**config.mk**
```make
export PLATFORM = sky130hd
export DESIGN_NAME = fifo_queue_min_max_unit
export DESIGN_NICKNAME = d
export VERILOG_FILES = /design/src/rtl/core/fqmm_pkg.sv /design/src/rtl/core/fifo_queue_min_max_unit.sv /design/src/rtl/core/fqmm_ctrl.sv /design/src/rtl/core/fqmm_dpath.sv
export SDC_FILE = /design/constraint.sdc
export NUM_CORES = 1
export LEC_CHECK = 0
export BUFFER_PORTS_ARGS = -buffer_cell sky130_fd_sc_hd__buf_4
export CORE_MARGIN = 2
export CORE_UTILIZATION = 50
export DETAILED_ROUTE_END_ITERATION = 12
export PLACE_DENSITY = 0.74
export SETUP_SLACK_MARGIN = 0.1
export SLEW_MARGIN = 20
export SYNTH_ARGS = -nofsm -noshare
export SYNTH_HDL_FRONTEND = slang
export SYNTH_SLANG_ARGS = --single-unit
```
**constraint.sdc**
```tcl
create_clock -name clk -period 8.7 [get_ports clk]
set_input_delay 2.175 -clock clk [delete_from_list [all_inputs] [get_ports clk]]
set_output_delay 2.175 -clock clk [all_outputs]
set_load 0.005 [all_outputs]
```
**src/rtl/core/fqmm_pkg.sv**
```systemverilog
// Shared types and constants for the min/max FIFO queue unit.
// Operation codes, status codes, field widths and the controller/datapath
// interface structs. No dependencies.
package fqmm_pkg;

	// Fixed field widths
	localparam int DATA_W  = 32;
	localparam int FUNC_W  = 2;
	localparam int STAT_W  = 2;
	localparam int COUNT_W = 5;

	// Default ring depth
	localparam int DEPTH_DEF = 16;

	// Operation codes
	localparam logic [FUNC_W-1:0] FUNC_ENQ    = 2'd0;
	localparam logic [FUNC_W-1:0] FUNC_DEQ    = 2'd1;
	localparam logic [FUNC_W-1:0] FUNC_PEEK   = 2'd2;
	localparam logic [FUNC_W-1:0] FUNC_MINMAX = 2'd3;

	// Result status codes
	localparam logic [STAT_W-1:0] ST_OK    = 2'd0;
	localparam logic [STAT_W-1:0] ST_EMPTY = 2'd1;
	localparam logic [STAT_W-1:0] ST_FULL  = 2'd2;

	// Commands from controller to datapath
	typedef struct packed {
		logic enq;        // write data_in at tail
		logic deq;        // read head, pop
		logic peek;       // read head and tail - 1
		logic scan_start; // first read of a min/max scan
		logic scan_run;   // scan in progress: fold read data
		logic err_full;   // enqueue refused
		logic err_empty;  // non-enqueue operation on empty queue
	} fqmm_cmd_t;

	// Status from datapath to controller
	typedef struct packed {
		logic empty;
		logic full;
		logic scan_zero;  // no scan reads left to issue
	} fqmm_stat_t;

endpackage

```
**src/rtl/core/fifo_queue_min_max_unit.sv**
```systemverilog
// Top level of the min/max FIFO queue unit: controller plus datapath.
// Depends on fqmm_pkg, fqmm_ctrl and fqmm_dpath.
//
// Usage:
//   Command channel: an operation (func, data_in) transfers on a rising edge
//   with start high and busy low. func selects enqueue, dequeue, peek front
//   and rear, or min/max over all held entries.
//   Result channel: done is high for exactly one cycle per operation, with
//   status, the value fields and count valid in that cycle.
//   Enqueue, dequeue, peek and any refused operation: result in the next cycle
//   after the transfer, busy stays low, so one operation per cycle is sustained.
//   Min/max on N held entries: busy is high while the scan reads one entry per
//   cycle from the ring memory; done follows the last read, and a new operation
//   may transfer in that done cycle.
//   Reset empties the queue (pointers and count cleared); stored entries are
//   not cleared and need no clearing pass. The receiver cannot stall: every
//   result is taken in its done cycle.
module fifo_queue_min_max_unit
	import fqmm_pkg::*;
#(
	parameter int DEPTH = DEPTH_DEF
) (
	input  logic                      clk,
	input  logic                      arst_n,
	input  logic                      start,
	input  logic [FUNC_W-1:0]         func,
	input  logic signed [DATA_W-1:0]  data_in,
	output logic                      busy,
	output logic                      done,
	output logic [STAT_W-1:0]         status,
	output logic signed [DATA_W-1:0]  front_value,
	output logic signed [DATA_W-1:0]  rear_value,
	output logic signed [DATA_W-1:0]  min_value,
	output logic signed [DATA_W-1:0]  max_value,
	output logic [COUNT_W-1:0]        count
);

	fqmm_cmd_t  cmd;
	fqmm_stat_t stat;

	fqmm_ctrl u_ctrl (
		.clk    (clk),
		.arst_n (arst_n),
		.start  (start),
		.func   (func),
		.stat   (stat),
		.cmd    (cmd),
		.busy   (busy),
		.done   (done)
	);

	fqmm_dpath #(
		.DEPTH (DEPTH)
	) u_dpath (
		.clk         (clk),
		.arst_n      (arst_n),
		.cmd         (cmd),
		.data_in     (data_in),
		.stat        (stat),
		.status      (status),
		.front_value (front_value),
		.rear_value  (rear_value),
		.min_value   (min_value),
		.max_value   (max_value),
		.count       (count)
	);

endmodule

```
**src/rtl/core/fqmm_ctrl.sv**
```systemverilog
// Controller for the min/max FIFO queue unit: decodes operations, runs the
// scan state machine and raises the result strobe. Depends on fqmm_pkg.
module fqmm_ctrl
	import fqmm_pkg::*;
(
	input  logic              clk,
	input  logic              arst_n,
	input  logic              start,
	input  logic [FUNC_W-1:0] func,
	input  fqmm_stat_t        stat,
	output fqmm_cmd_t         cmd,
	output logic              busy,
	output logic              done
);

	typedef enum logic {
		S_IDLE,
		S_SCAN
	} state_t;

	state_t state_q;
	logic   done_q;
	logic   accept;
	logic   scan_last;

	// Operation decode on transfer
	always_comb begin
		accept         = start && (state_q == S_IDLE);
		cmd.enq        = accept && (func == FUNC_ENQ) && !stat.full;
		cmd.err_full   = accept && (func == FUNC_ENQ) && stat.full;
		cmd.err_empty  = accept && (func != FUNC_ENQ) && stat.empty;
		cmd.deq        = accept && (func == FUNC_DEQ) && !stat.empty;
		cmd.peek       = accept && (func == FUNC_PEEK) && !stat.empty;
		cmd.scan_start = accept && (func == FUNC_MINMAX) && !stat.empty;
		cmd.scan_run   = (state_q == S_SCAN);
		scan_last      = cmd.scan_run && stat.scan_zero;
	end

	// State and result strobe
	always_ff @(posedge clk or negedge arst_n) begin
		if (!arst_n) begin
			state_q <= S_IDLE;
			done_q  <= 1'b0;
		end else begin
			done_q <= (accept && !cmd.scan_start) || scan_last;
			case (state_q)
				S_IDLE: begin
					if (cmd.scan_start) state_q <= S_SCAN;
				end
				S_SCAN: begin
					if (stat.scan_zero) state_q <= S_IDLE;
				end
				default: begin
					state_q <= S_IDLE;
				end
			endcase
		end
	end

	assign busy = (state_q == S_SCAN);
	assign done = done_q;

endmodule

```
**src/rtl/core/fqmm_dpath.sv**
```systemverilog
// Datapath for the min/max FIFO queue unit: entry ring memory, pointers,
// count, scan min/max fold and result registers. Depends on fqmm_pkg.
module fqmm_dpath
	import fqmm_pkg::*;
#(
	parameter int DEPTH = DEPTH_DEF
) (
	input  logic                      clk,
	input  logic                      arst_n,
	input  fqmm_cmd_t                 cmd,
	input  logic signed [DATA_W-1:0]  data_in,
	output fqmm_stat_t                stat,
	output logic [STAT_W-1:0]         status,
	output logic signed [DATA_W-1:0]  front_value,
	output logic signed [DATA_W-1:0]  rear_value,
	output logic signed [DATA_W-1:0]  min_value,
	output logic signed [DATA_W-1:0]  max_value,
	output logic [COUNT_W-1:0]        count
);

	localparam int PTR_W = $clog2(DEPTH);
	localparam int CNT_W = $clog2(DEPTH + 1);
	localparam logic [PTR_W-1:0] PTR_LAST = PTR_W'(DEPTH - 1);
	localparam logic [CNT_W-1:0] CNT_FULL = CNT_W'(DEPTH);

	typedef enum logic [1:0] {
		K_NONE,
		K_FRONT,
		K_PEEK,
		K_MINMAX
	} kind_t;

	logic signed [DATA_W-1:0] mem [DEPTH];

	logic [PTR_W-1:0]         head_q, tail_q, scan_ptr_q;
	logic [CNT_W-1:0]         cnt_q, cnt_d, left_q;
	logic [PTR_W-1:0]         rd_a_addr, tail_prev, head_next, tail_next, scan_next;
	logic signed [DATA_W-1:0] rd_a_q, rd_b_q;
	logic signed [DATA_W-1:0] min_q, max_q;
	logic                     first_q;
	logic [STAT_W-1:0]        res_status_q;
	logic [CNT_W-1:0]         res_count_q;
	kind_t                    res_kind_q;
	logic                     any_op;

	// Ring pointer arithmetic
	always_comb begin
		head_next = (head_q == PTR_LAST) ? '0 : head_q + 1'b1;
		tail_next = (tail_q == PTR_LAST) ? '0 : tail_q + 1'b1;
		scan_next = (scan_ptr_q == PTR_LAST) ? '0 : scan_ptr_q + 1'b1;
		tail_prev = (tail_q == '0) ? PTR_LAST : tail_q - 1'b1;
		rd_a_addr = cmd.scan_run ? scan_ptr_q : head_q;
	end

	// Count after the operation
	always_comb begin
		cnt_d = cnt_q;
		if (cmd.enq) cnt_d = cnt_q + 1'b1;
		else if (cmd.deq) cnt_d = cnt_q - 1'b1;
	end

	assign any_op = cmd.enq | cmd.deq | cmd.peek | cmd.scan_start |
			cmd.err_full | cmd.err_empty;

	always_comb begin
		stat.empty     = (cnt_q == '0);
		stat.full      = (cnt_q == CNT_FULL);
		stat.scan_zero = (left_q == '0);
	end

	// Entry memory: one write port, two registered read ports
	always_ff @(posedge clk) begin
		if (cmd.enq) mem[tail_q] <= data_in;
		rd_a_q <= mem[rd_a_addr];
		rd_b_q <= mem[tail_prev];
	end

	// Pointers and count
	always_ff @(posedge clk or negedge arst_n) begin
		if (!arst_n) begin
			head_q <= '0;
			tail_q <= '0;
			cnt_q  <= '0;
		end else begin
			if (cmd.enq) tail_q <= tail_next;
			if (cmd.deq) head_q <= head_next;
			cnt_q <= cnt_d;
		end
	end

	// Scan address walk and read counter
	always_ff @(posedge clk or negedge arst_n) begin
		if (!arst_n) begin
			scan_ptr_q <= '0;
			left_q     <= '0;
			first_q    <= 1'b0;
		end else if (cmd.scan_start) begin
			scan_ptr_q <= head_next;
			left_q     <= cnt_q - 1'b1;
			first_q    <= 1'b1;
		end else if (cmd.scan_run) begin
			first_q <= 1'b0;
			if (left_q != '0) begin
				scan_ptr_q <= scan_next;
				left_q     <= left_q - 1'b1;
			end
		end
	end

	// Min/max fold, one entry per cycle
	always_ff @(posedge clk) begin
		if (cmd.scan_run) begin
			if (first_q || (rd_a_q < min_q)) min_q <= rd_a_q;
			if (first_q || (rd_a_q > max_q)) max_q <= rd_a_q;
		end
	end

	// Result registers
	always_ff @(posedge clk or negedge arst_n) begin
		if (!arst_n) begin
			res_status_q <= ST_OK;
			res_count_q  <= '0;
			res_kind_q   <= K_NONE;
		end else if (any_op) begin
			res_count_q <= cnt_d;
			if (cmd.err_full) begin
				res_status_q <= ST_FULL;
				res_kind_q   <= K_NONE;
			end else if (cmd.err_empty) begin
				res_status_q <= ST_EMPTY;
				res_kind_q   <= K_NONE;
			end else begin
				res_status_q <= ST_OK;
				if (cmd.deq) res_kind_q <= K_FRONT;
				else if (cmd.peek) res_kind_q <= K_PEEK;
				else if (cmd.scan_start) res_kind_q <= K_MINMAX;
				else res_kind_q <= K_NONE;
			end
		end
	end

	// Result fields, zero where the operation gives no value
	always_comb begin
		status      = res_status_q;
		count       = COUNT_W'(res_count_q);
		front_value = ((res_kind_q == K_FRONT) || (res_kind_q == K_PEEK)) ? rd_a_q : '0;
		rear_value  = (res_kind_q == K_PEEK) ? rd_b_q : '0;
		min_value   = (res_kind_q == K_MINMAX) ? min_q : '0;
		max_value   = (res_kind_q == K_MINMAX) ? max_q : '0;
	end

endmodule

```
==> impl_metrics.toml <==
[floorplan]
fp.dieH_um = 254
start_util_pct = 50.5
pin_count = 174
die_area_mm2 = 0.0643
num_rows = 91
die_width_um = 254
core_area_mm2 = 0.0617

[grt]
grt_max_degree = 129
grt_antenna_before_repair = 4
grt_pass1_wl_mm = 112
grt_usage_pct = 23.3
grt_overflow_total = 0
grt_pass1_vias = 18700

[clock_tree]
ctsHoldBuffers = 0
postCtsSetupBuffers = 0
clock_sinks = 674
root_buffer = "clkbuf_16"
cts_buffers = 70
clk_pin_slew_ps = 60
htree_levels = 3
cts_tree = "yes"
cts_buffer_depth = 3
clock_latency_ps = 610
cts_resized = 0

[critical_path]
r2r-end = "u_dpath.rd_b_q[31]"
reg2reg_setup_slack_ps = 4560
crit_chain = "buf_4 -> nor2b_1 -> nand3_1 -> nor4_2 -> buf_4"
reg2reg_depth = 10
worst_setup_path_start_kind = "input pin"
cp_slowest_stage_delay_ps = 860
r2r-start = "u_dpath.tail_q[0]"
critPathArrivalTime_ps = 4700
cp_slowest_cell = "nor4_2"
end_kind = "flip-flop"
path_common_cell = "buf_4"
required_ps = 8940
crit_fanout = 25
worstSetupPathType = "input pin to flip-flop"

[route]
wl_mm = 73.4
drc = 0
route.vias.total = 17800
drt-initial-drc-count = 1801
ant_nets = 0
drtPass1Iterations = 5
routedWlPerCell_um = 25.2
vias_per_cell = 6.11

[logic_synthesis]
synth_cell_type_count = 58
yosys_warnings = 0
syn_nets = 1975
ys_seq_area_share_pct = 62.3
synthFlopType = "edfxtp_1"
synth_cells = 1862
ys_seq_elements = 674
synth_area_mm2 = 0.0312
syn_avg_cell_area_um2 = 16.7
synthArstFlopShare_pct = 5.04
synth_edf_count = 576

[sta]
fmax_ghz = 0.224
relSlewSlack_pct = 27.1
tns_ps = 0
fin_crit_ps = 4460
hold_viol = 0
worst_pin_slew_ps = 1090
slew_violations = 0
setup_viol = 0
post-route-period-util_pct = 51.3
fin_skew_ps = 24.6
rsz0062_at_grt = "false"

[placed_design]
placedCellCount = 2779
place_congestion = 0.850
numPortBuffers = 173
dpl.hpwl_mm = 44.2

[power]
p_leak_uw = 0.0124
cellPowerDensity_mw_per_mm2 = 394
max-vdd-ir-drop_v = 0.000294
finalPower_uw = 14000

[hold_path]
min_delay_worst_endpoint = "u_dpath.status[1]"
min_from = "u_dpath.status[1]"
holdPathStages = 2
hold_class = "flip-flop to flip-flop"

[layout]
finalNetCount = 2128
fill_cells = 4614
syn_to_final_growth_pct = 13.8
drive_above_1_share_pct = 28.6
finalCoreUtilization_pct = 57.5
fin_cells = 2908

[run]
maxCapViolations = 0

[status]
status = "finished, final reports clean"
## layout by cell type (no fill, tap or decap), types with 6 or more instances in the layout
master	synthesis	routed
ha_1	76	74
nand2b_1	7	7
mux2_2	7	7
mux2i_1	36	32
a31oi_1	34	34
clkbuf_1	63	20
o21ai_0	23	23
buf_4	9	192
a21o_1	7	6
and2_1	142	129
a21oi_1	67	67
nor2b_1	68	68
nand2_1	107	107
dfxtp_1	64	64
and2_2	0	12
edfxtp_1	576	576
dfrtp_1	34	34
nand4_1	12	12
nor2_1	15	14
xnor2_1	6	6
clkinv_1	0	6
mux4_2	256	256
a211oi_1	69	68
nand3_1	11	11
clkbuf_16	0	74
clkinv_2	0	13
inv_1	73	73
## layout make-up
| cell class | instances | area [um2] | area share, % |
|---|---|---|---|
| repair buffers | 196 | 1510 | 4.25 |
| flip-flops and latches | 674 | 19400 | 54.8 |
| well taps | 837 | 1050 | 2.95 |
| clock inverters | 28 | 228 | 0.642 |
| inverters | 75 | 282 | 0.794 |
| diodes | 1 | 2.50 | 0.00705 |
| multi-input cells | 998 | 11000 | 31.0 |
| clock buffers | 99 | 2000 | 5.63 |
## registers in the layout, indices dropped and copies added (netlist names)
register            count
u_dpath.rd_b_q         32
u_dpath.max_q          32
u_dpath.scan_ptr_q      4
u_dpath.left_q          5
u_ctrl.busy             1
u_dpath.rd_a_q         32
u_dpath.res_kind_q      2
u_dpath.mem           512
u_dpath.min_q          32
u_dpath.count           5
u_dpath.tail_q          4
u_ctrl.done             1
u_dpath.cnt_q           5
u_dpath.head_q          4
u_dpath.status          2
u_dpath.first_q         1
## cells by family after synthesis
logic type,after synthesis,share of synthesized area [%]
compound gates,229,4.81
xor+xnor,8,0.225
fa+ha+maj,76,3.05
buf+inv,190,2.88
flops,674,62.3
mux,299,19.9
simple gates,386,6.78
## routing by layer
layer	wire length, um	up-vias	global-route usage, %
li1	-	7718	-
met1	29300	9218	30.8
met2	36700	716	39.0
met3	5660	113	4.87
met4	1730	2	7.28
met5	14	-	0
## worst max-delay path, delay by kind of cell
kind / cells / cell delay [ps]
AND/OR/NAND/NOR: 3 / 1860
buffers and inverters: 2 / 620
## report_power, final
part | switching, uW | internal (uW)
combinational | 3560 | 3010
clock | 1220 | 1690
sequential | 382 | 4100
total | 5160 | 8800
## worst max path at each step
stage | startpoint | to | slack [ps]
2_1_floorplan | func[1] | u_dpath.mem[0][0] | 2470
3_3_place_gp | start | u_dpath.mem[0][19] | 3780
3_5_place_dp | start | u_dpath.mem[5][18] | 3680
4_1_cts | u_dpath.res_kind_q[0] | rear_value[18] | 3930
5_1_grt | start | u_dpath.mem[0][9] | 3930
6_report | start | u_dpath.mem[0][9] | 4240
## stage by stage
step | hold WS, ps | worst slack [ps] | instance area, um2
finish | 485 | 4240 | 35500
global route | 514 | 3930 | 35500
CTS | 479 | 3930 | 35500
detailed placement | 466 | 3680 | 33200
global placement | 470 | 3780 | 33200
floorplan | 439 | 2470 | 31200
## cell usage after synthesis (all sizes together) (2+ instances only)
master	number	area, um2
and3	3	18.8
nor2b	68	425
nand2	107	402
o31ai	2	15.0
or3	3	18.8
buf	52	379
a21oi	68	344
nor4	3	18.8
nor3	7	40.0
a221o	3	30.0
a22oi	3	22.5
xnor2	6	52.6
and2	143	895
nor2	15	56.3
edfxtp	576	17300
clkbuf	63	236
o2111ai	2	17.5
nand3	11	55.1
a31oi	34	213
a211oi	69	518
o21ai	23	115
mux2	7	78.8
a41oi	2	17.5
ha	76	951
o211ai	3	22.5
inv	75	282
mux4	256	5770
a21o	7	52.6
dfrtp	34	851
dfxtp	64	1280
nand4	12	75.1
nor3b	2	20.0
xor2	2	17.5
o221ai	4	35.0
mux2i	36	360
nand2b	7	43.8
Note: power is estimated with default switching activity, not from simulation.
